===== src/hdl/lcar_pkg.sv =====
// lcar_pkg: shared constants and types for the load cell converter reader
// no dependencies; used by lcar_rsp_if, lcar_div100, the top level and the bench
package lcar_pkg;

   localparam int unsigned SAMPLE_BITS = 24;
   localparam int unsigned COUNT_W     = $clog2(SAMPLE_BITS + 1);
   localparam int unsigned RAW_W       = 24;
   localparam int unsigned QUOT_W      = 18;
   localparam int unsigned SCALE_W     = 16;
   localparam int unsigned WEIGHT_W    = 16;
   localparam int unsigned PROD_W      = QUOT_W + SCALE_W;

   // floor(x / 100) == (x * ceil(2^31 / 100)) >> 31 for every 24-bit x
   localparam int unsigned DIV_SHIFT   = 31;
   localparam int unsigned DIV_MULT_W  = 25;
   localparam logic [DIV_MULT_W-1:0] DIV_MULT = 25'd21474837;

   localparam logic [SCALE_W-1:0] SCALE_RESET = 16'd15946;

   typedef enum logic [1:0] {
      PHASE_IDLE,
      PHASE_HIGH,
      PHASE_LOW,
      PHASE_EXTRA
   } phase_type;

endpackage


===== src/hdl/lcar_req_if.sv =====
// lcar_req_if: request channel, one tick of the converter serial line
// depends on nothing beyond the valid/ready handshake
interface lcar_req_if;
   logic valid;
   logic ready;
   logic data_pin;
   logic tare_request;

   modport source (output valid, output data_pin, output tare_request, input ready);
   modport sink (input valid, input data_pin, input tare_request, output ready);
endinterface


===== src/hdl/lcar_rsp_if.sv =====
// lcar_rsp_if: response channel, pin level and conversion result per tick
// depends on lcar_pkg for the field widths
interface lcar_rsp_if;
   logic                          valid;
   logic                          ready;
   logic                          clock_pin;
   logic                          result_valid;
   logic                          tare_taken;
   logic [lcar_pkg::RAW_W-1:0]    raw_count;
   logic [lcar_pkg::WEIGHT_W-1:0] weight;

   modport source (output valid, output clock_pin, output result_valid, output tare_taken,
                   output raw_count, output weight, input ready);
   modport sink (input valid, input clock_pin, input result_valid, input tare_taken,
                 input raw_count, input weight, output ready);
endinterface


===== src/hdl/lcar_div100.sv =====
// lcar_div100: divide a 24-bit count by 100 with a reciprocal multiply
// depends on lcar_pkg for widths and the reciprocal constant
module lcar_div100 (
   input  logic [lcar_pkg::RAW_W-1:0]  dividend,
   output logic [lcar_pkg::QUOT_W-1:0] quotient
);

   logic [lcar_pkg::RAW_W+lcar_pkg::DIV_MULT_W-1:0] product;

   assign product  = {{lcar_pkg::DIV_MULT_W{1'b0}}, dividend}
                   * {{lcar_pkg::RAW_W{1'b0}}, lcar_pkg::DIV_MULT};
   assign quotient = product[lcar_pkg::DIV_SHIFT +: lcar_pkg::QUOT_W];

endmodule


===== src/hdl/load_cell_adc_reader_with_tare_core.sv =====
// load_cell_adc_reader_with_tare_core: serial readout of a load cell converter with tare
// depends on lcar_pkg, lcar_req_if, lcar_rsp_if and lcar_div100
//
// Every request is one half period of the converter serial clock and gives exactly one
// response carrying the clock level to drive for that tick. While idle the clock stays
// low until the data line reads low; then 24 pulses shift the count in msb first (sampled
// on the low tick) and one extra pulse follows, after which the response carries the
// offset-corrected raw count and the tare-corrected, scaled weight, clamped to 0..65535.
// A tare request on any tick makes the next finished conversion the new tare instead.
// One request is taken every cycle; the count is divided by 100 on the last low tick and
// the scale multiply happens on the extra tick, each into its own register. The response
// sits in an output register, so requests stall only while that register is full and
// not being taken. The scale reciprocal is written through csr_write_enable/_data.
module load_cell_adc_reader_with_tare_core (
   input  logic                           clock,
   input  logic                           reset,
   lcar_req_if.sink                       req_chan,
   lcar_rsp_if.source                     rsp_chan,
   input  logic                           csr_write_enable,
   input  logic [lcar_pkg::SCALE_W-1:0]   csr_write_data
);

   lcar_pkg::phase_type               phase_ff, phase_in;
   logic [lcar_pkg::COUNT_W-1:0]      count_ff, count_in, count_inc;
   logic [lcar_pkg::SAMPLE_BITS-1:0]  shift_ff, shift_in, shift_next;
   logic [lcar_pkg::QUOT_W-1:0]       quot_ff, quot_in, div_quot;
   logic [lcar_pkg::QUOT_W-1:0]       tare_ff, tare_in, diff;
   logic                              pend_ff, pend_in, pend_eff;
   logic [lcar_pkg::SCALE_W-1:0]      scale_ff;
   logic [lcar_pkg::PROD_W-1:0]       product;

   logic                              accept;
   logic                              rsp_valid_ff, rsp_valid_in;
   logic                              clk_pin_ff, clk_pin_in;
   logic                              res_valid_ff, res_valid_in;
   logic                              taken_ff, taken_in;
   logic [lcar_pkg::RAW_W-1:0]        raw_ff, raw_in;
   logic [lcar_pkg::WEIGHT_W-1:0]     weight_ff, weight_in;

   assign req_chan.ready = !rsp_valid_ff || rsp_chan.ready;
   assign accept         = req_chan.valid && req_chan.ready;

   assign count_inc  = count_ff + 1'b1;
   assign shift_next = {shift_ff[lcar_pkg::SAMPLE_BITS-2:0], req_chan.data_pin};
   assign pend_eff   = pend_ff | req_chan.tare_request;
   assign diff       = quot_ff - tare_ff;
   assign product    = {{lcar_pkg::SCALE_W{1'b0}}, diff} * {{lcar_pkg::QUOT_W{1'b0}}, scale_ff};

   // count of the finished shift, top bit flipped, divided by 100
   lcar_div100 u_div100 (
      .dividend ({~shift_next[lcar_pkg::SAMPLE_BITS-1], shift_next[lcar_pkg::SAMPLE_BITS-2:0]}),
      .quotient (div_quot)
   );

   // next phase
   always_comb begin
      phase_in = phase_ff;
      case (phase_ff)
         lcar_pkg::PHASE_IDLE: begin
            if (!req_chan.data_pin) begin
               phase_in = lcar_pkg::PHASE_HIGH;
            end
         end
         lcar_pkg::PHASE_HIGH: begin
            phase_in = lcar_pkg::PHASE_LOW;
         end
         lcar_pkg::PHASE_LOW: begin
            if (count_inc >= lcar_pkg::COUNT_W'(lcar_pkg::SAMPLE_BITS)) begin
               phase_in = lcar_pkg::PHASE_EXTRA;
            end else begin
               phase_in = lcar_pkg::PHASE_HIGH;
            end
         end
         lcar_pkg::PHASE_EXTRA: begin
            phase_in = lcar_pkg::PHASE_IDLE;
         end
         default: begin
            phase_in = lcar_pkg::PHASE_IDLE;
         end
      endcase
   end

   // datapath and response fields
   always_comb begin
      count_in     = count_ff;
      shift_in     = shift_ff;
      quot_in      = quot_ff;
      tare_in      = tare_ff;
      pend_in      = pend_eff;
      clk_pin_in   = 1'b0;
      res_valid_in = 1'b0;
      taken_in     = 1'b0;
      raw_in       = '0;
      weight_in    = '0;
      case (phase_ff)
         lcar_pkg::PHASE_IDLE: begin
            if (!req_chan.data_pin) begin
               shift_in   = '0;
               count_in   = '0;
               clk_pin_in = 1'b1;
            end
         end
         lcar_pkg::PHASE_HIGH: begin
            clk_pin_in = 1'b0;
         end
         lcar_pkg::PHASE_LOW: begin
            shift_in   = shift_next;
            count_in   = count_inc;
            quot_in    = div_quot;
            clk_pin_in = 1'b1;
         end
         lcar_pkg::PHASE_EXTRA: begin
            count_in     = '0;
            res_valid_in = 1'b1;
            raw_in       = {~shift_ff[lcar_pkg::SAMPLE_BITS-1],
                            shift_ff[lcar_pkg::SAMPLE_BITS-2:0]};
            if (pend_eff) begin
               tare_in  = quot_ff;
               pend_in  = 1'b0;
               taken_in = 1'b1;
            end else if (quot_ff > tare_ff) begin
               if (|product[lcar_pkg::PROD_W-1:lcar_pkg::SCALE_W+lcar_pkg::WEIGHT_W]) begin
                  weight_in = '1;
               end else begin
                  weight_in = product[lcar_pkg::SCALE_W +: lcar_pkg::WEIGHT_W];
               end
            end
         end
         default: begin
            clk_pin_in = 1'b0;
         end
      endcase
   end

   always_comb begin
      if (accept) begin
         rsp_valid_in = 1'b1;
      end else if (rsp_chan.ready) begin
         rsp_valid_in = 1'b0;
      end else begin
         rsp_valid_in = rsp_valid_ff;
      end
   end

   always_ff @(posedge clock) begin
      if (reset) begin
         phase_ff     <= lcar_pkg::PHASE_IDLE;
         count_ff     <= '0;
         shift_ff     <= '0;
         tare_ff      <= '0;
         pend_ff      <= 1'b0;
         scale_ff     <= lcar_pkg::SCALE_RESET;
         rsp_valid_ff <= 1'b0;
      end else begin
         rsp_valid_ff <= rsp_valid_in;
         if (csr_write_enable) begin
            scale_ff <= csr_write_data;
         end
         if (accept) begin
            phase_ff <= phase_in;
            count_ff <= count_in;
            shift_ff <= shift_in;
            tare_ff  <= tare_in;
            pend_ff  <= pend_in;
         end
      end
   end

   // payload registers
   always_ff @(posedge clock) begin
      if (accept) begin
         quot_ff      <= quot_in;
         clk_pin_ff   <= clk_pin_in;
         res_valid_ff <= res_valid_in;
         taken_ff     <= taken_in;
         raw_ff       <= raw_in;
         weight_ff    <= weight_in;
      end
   end

   assign rsp_chan.valid        = rsp_valid_ff;
   assign rsp_chan.clock_pin    = clk_pin_ff;
   assign rsp_chan.result_valid = res_valid_ff;
   assign rsp_chan.tare_taken   = taken_ff;
   assign rsp_chan.raw_count    = raw_ff;
   assign rsp_chan.weight       = weight_ff;

`ifndef SYNTHESIS
   a_result_clock_low: assert property (@(posedge clock) disable iff (reset)
      rsp_chan.valid && rsp_chan.result_valid |-> !rsp_chan.clock_pin)
      else $error("result delivered with clock high");

   a_tare_zero_weight: assert property (@(posedge clock) disable iff (reset)
      rsp_chan.valid && rsp_chan.tare_taken |-> rsp_chan.result_valid && rsp_chan.weight == '0)
      else $error("tare response with weight or without result");

   a_extra_gives_result: assert property (@(posedge clock) disable iff (reset)
      accept && phase_ff == lcar_pkg::PHASE_EXTRA |=> rsp_chan.valid && rsp_chan.result_valid)
      else $error("extra pulse did not finish a conversion");

   a_count_bound: assert property (@(posedge clock) disable iff (reset)
      count_ff <= lcar_pkg::COUNT_W'(lcar_pkg::SAMPLE_BITS))
      else $error("bit count beyond sample width");

   a_stall_holds_state: assert property (@(posedge clock) disable iff (reset)
      !accept && !csr_write_enable |=> $stable(phase_ff) && $stable(tare_ff))
      else $error("state moved without an accepted request");
`endif

endmodule


===== src/flat_wrapper.sv =====
// flat-port wrapper written by rule: the top's interface ports become plain ports
module load_cell_adc_reader_with_tare_core_flat 
  (clock, reset, csr_write_enable, csr_write_data, req_chan_valid, req_chan_data_pin, req_chan_tare_request, req_chan_ready, rsp_chan_valid, rsp_chan_clock_pin, rsp_chan_result_valid, rsp_chan_tare_taken, rsp_chan_raw_count, rsp_chan_weight, rsp_chan_ready);
  lcar_req_if req_chan_i ();
  lcar_rsp_if rsp_chan_i ();
  input  logic clock;
  input  logic reset;
  input  logic csr_write_enable;
  input  logic [lcar_pkg::SCALE_W-1:0] csr_write_data;
  input wire logic [$bits(req_chan_i.valid)-1:0] req_chan_valid;
  input wire logic [$bits(req_chan_i.data_pin)-1:0] req_chan_data_pin;
  input wire logic [$bits(req_chan_i.tare_request)-1:0] req_chan_tare_request;
  output wire logic [$bits(req_chan_i.ready)-1:0] req_chan_ready;
  output wire logic [$bits(rsp_chan_i.valid)-1:0] rsp_chan_valid;
  output wire logic [$bits(rsp_chan_i.clock_pin)-1:0] rsp_chan_clock_pin;
  output wire logic [$bits(rsp_chan_i.result_valid)-1:0] rsp_chan_result_valid;
  output wire logic [$bits(rsp_chan_i.tare_taken)-1:0] rsp_chan_tare_taken;
  output wire logic [$bits(rsp_chan_i.raw_count)-1:0] rsp_chan_raw_count;
  output wire logic [$bits(rsp_chan_i.weight)-1:0] rsp_chan_weight;
  input wire logic [$bits(rsp_chan_i.ready)-1:0] rsp_chan_ready;
  assign req_chan_i.valid = req_chan_valid;
  assign req_chan_i.data_pin = req_chan_data_pin;
  assign req_chan_i.tare_request = req_chan_tare_request;
  assign req_chan_ready = req_chan_i.ready;
  assign rsp_chan_valid = rsp_chan_i.valid;
  assign rsp_chan_clock_pin = rsp_chan_i.clock_pin;
  assign rsp_chan_result_valid = rsp_chan_i.result_valid;
  assign rsp_chan_tare_taken = rsp_chan_i.tare_taken;
  assign rsp_chan_raw_count = rsp_chan_i.raw_count;
  assign rsp_chan_weight = rsp_chan_i.weight;
  assign rsp_chan_i.ready = rsp_chan_ready;
  load_cell_adc_reader_with_tare_core u_core (.clock(clock), .reset(reset), .req_chan(req_chan_i), .rsp_chan(rsp_chan_i), .csr_write_enable(csr_write_enable), .csr_write_data(csr_write_data));
endmodule

===== config.mk =====
export PLATFORM = sky130hd
export DESIGN_NAME = load_cell_adc_reader_with_tare_core_flat
export DESIGN_NICKNAME = d
export VERILOG_FILES = /design/src/hdl/lcar_pkg.sv /design/src/hdl/lcar_req_if.sv /design/src/hdl/lcar_rsp_if.sv /design/src/hdl/lcar_div100.sv /design/src/hdl/load_cell_adc_reader_with_tare_core.sv /design/src/flat_wrapper.sv
export SDC_FILE = /design/constraint.sdc
export NUM_CORES = 1
export LEC_CHECK = 0
export ABC_AREA = 1
export BUFFER_PORTS_ARGS = -buffer_cell sky130_fd_sc_hd__buf_4
export CAP_MARGIN = 0
export CORE_MARGIN = 5
export CORE_UTILIZATION = 60
export CTS_CLUSTER_DIAMETER = 30
export DETAILED_ROUTE_END_ITERATION = 10
export HOLD_SLACK_MARGIN = 0.12
export PLACE_DENSITY = 0.8
export SLEW_MARGIN = 20
export SYNTH_ARGS = -nofsm -noshare
export SYNTH_HDL_FRONTEND = slang
export SYNTH_SLANG_ARGS = --single-unit

===== constraint.sdc =====
create_clock -name clock -period 6.1 [get_ports clock]
set_input_delay 0.305 -clock clock [delete_from_list [all_inputs] [get_ports clock]]
set_output_delay 0.305 -clock clock [all_outputs]
set_load 0.01 [all_outputs]

==> results.yml <==
outcome:
  status: "complete, but fails checks"
  failed_checks: "negative setup slack"
floorplanning:
  coreArea_um2: 42980
  io_pins: 68
  dieWidth_um: 218.3
  fp.dieH_um: 218.3
  die_area_um2: 47640
  row_count: 76
  initial_core_util: 0.6055
synth:
  syn_inst: 3215
  synth_warnings: 0
  ys_ff_latch: 128
  synth_nets: 4035
  yosysSeqAreaShare: 0.1219
  netlist.area_leader.share: 0.3262
  yosys.area.top_type: "fa_1"
  async_reset_ff_frac: 0
  synth-edff-count: 61
  ys.flop_type: "dfxtp_1"
  ys_types: 48
  avgSynthCellArea_um2: 8.095
  synth.area.top_cells: "fa_1, ha_1, inv_1, nand2_1, edfxtp_1"
  syn_area_um2: 26020
sta:
  worst_pin_slew_ps: 879.2
  finClkSkew_ps: 19.51
  hold_viol_final: 0
  finalMaxSlewViolations: 0
  min_period_over_period: 1.126
  setup_viol: 16
  worst_slack_ps: -765.7
  rsz0062_at_grt: "yes"
  timing.hold.ws_ps: 141.1
  slew-limit-headroom: 0.4132
  clock.fmax_mhz: 145.7
  fin_crit_ps: 6866
critical_path:
  worstSetupPathType: "reg2reg"
  critPathArrivalTime_ps: 7100
  max_stage_delay_ps: 570
  worstSetupEndpointType: "flop"
  cp_slowest_cell: "fa_1"
  required_ps: 6340
  startpoint_type: "flop"
  crit_fanout: 6
pwr:
  power-per-cell-area_nw_per_um2: 573.2
  ir_worst_vdd_mv: 1.132
  power_leakage_uw: 0.01684
placement:
  io_buffers: 67
  gp_congestion: 1.021
  post-place-ws_ps: -919.8
  hpwl_um: 71780
clock_tree:
  clock_latency_ps: 490
  cts.htree.levels: 4
  cts_made_buffers: 17
  clock-sinks: 128
  clk_pin_slew_ps: 70
  root_buffer: "clkbuf_16"
  cts_tree: "done"
  clockBufferDepth: 2
layout:
  nets: 4430
  final_cell_mix: "inv_1, nand2_1, fa_1, buf_4, ha_1"
  layout-drive-gt1-share: 0.2112
  fill_cells: 3281
  layout_commonest_cell: "inv_1"
  syn_to_final_growth_pct: 22.47
detailed_routing:
  drc_errors: 0
  drt_pass1_iterations: 6
  vias: 22920
  ant_nets: 0
  vias_per_cell: 5.446
  drt_wl_total_um: 84750
  first_iter_violations: 1679
  wl_per_cell_um: 20.13
global_routing:
  grt_max_degree: 46
  antenna_found_initial: 1
  grt_pass1_vias: 24770
  grt_overflow_total: 0
  grt_pass1_wl_um: 130600
  track_usage: 0.3593
worst_hold_path:
  hold_path_class: "in2reg"
run:
  maxCapViolCount: 0
[report_power, final]
part           switching, uW  internal, uW  total (uW)
registers               26.2           925         951
clock network            516           623        1140
logic                   8940          7240       16200
total                   9490          8780       18300
[area by class of cell]
cell class	instances	area, um2	area share
Multi-Input combinational cell	2199	20740	0.6507
Antenna cell	1	2.502	0.00007851
Tap cell	585	732.0	0.02296
Clock inverter	15	193.9	0.006085
Sequential cell	128	3186	0.09995
Clock buffer	17	425.4	0.01335
Timing Repair Buffer	429	3431	0.1076
Inverter	835	3163	0.09924
[stage by stage]
step | power [uW] | TNS, ps | utilization | cells | cell area [um2]
floorplan | 8845 | -4879 | - | 3215 | 26310
global placement | 13680 | -12670 | 0.6903 | 4123 | 29670
detailed placement | 13810 | -14000 | 0.6903 | 4123 | 29670
CTS | 16460 | -11100 | 0.7234 | 4187 | 31090
global route | 19680 | -15550 | 0.7415 | 4208 | 31870
finish | 18270 | -11580 | 0.7416 | 4209 | 31870
[critical path: cells and delay by family (launching register included)]
kind	cells	cell delay (ps)
buffers and inverters	10	700
AOI/OAI and AO/OA	4	690
and+or+nand+nor	13	1040
adders and majority gates	9	3820
DFF	1	380
[synth_stat cells, drive strengths merged (6+ instances only)]
master and n:
nor4 6, o21bai 16, or2 12, nor2 310, nand4 21, fa 424, a31oi 8, ha 373
a21oi 152, nand3b 12, xor2 19, clkbuf 40, nand3 96, edfxtp 61, nor3 15, dfxtp 67
a21o 10, nand2 612, buf 13, xnor2 7, inv 833, o21ai 90
[flip-flops by register name (all words and copies together) (netlist names), 2 cells and up]
register,cells
u_core.rsp_chan.weight,16
u_core.rsp_chan.raw_count,24
u_core.count_ff,5
u_core.shift_ff,24
u_core.tare_ff,18
u_core.phase_ff,2
u_core.scale_ff,16
u_core.quot_ff,18
[per-layer routing]
layer	wire (um)	global-route usage
met1	29500	0.3880
met2	42630	0.6422
met3	5136	0.05513
met4	7479	0.2554
met5	0	0
[what timing repair did]
item                                   4_1_cts  5_1_grt
buffers inserted                            22       21
pin swaps                                   59       87
cloned                                       1        0
hold buffers                                 9        0
setup endpoints to repair                   18       32
resized for setup                          130      183
endpoints found under the hold margin        9        0
[cells by family after synthesis]
group / share of synthesized area
XOR/XNOR: 0.01063
AND/OR/NAND/NOR: 0.1702
flip-flops: 0.1219
buffers and inverters: 0.1297
adder cells (fa/ha/maj): 0.5055
AO/OA/AOI/OAI: 0.06212
[worst paths after layout]
kind	from	endpoint	slack, ps	depth (start not counted)
worst max-delay path	u_core.quot_ff[0]$_DFFE_PP_	u_core.rsp_chan.weight[7]$_SDFFCE_PP0P_	-770	36
worst min-delay path	csr_write_data[5]	u_core.scale_ff[5]$_SDFFE_PP0P_	140	3
worst max register to register	u_core.quot_ff[0]$_DFFE_PP_	u_core.rsp_chan.weight[7]$_SDFFCE_PP0P_	-770	36
worst min register to register	u_core.tare_ff[17]$_SDFFE_PP0P_	u_core.tare_ff[17]$_SDFFE_PP0P_	480	2
Note: power is estimated with default switching activity, not from simulation.
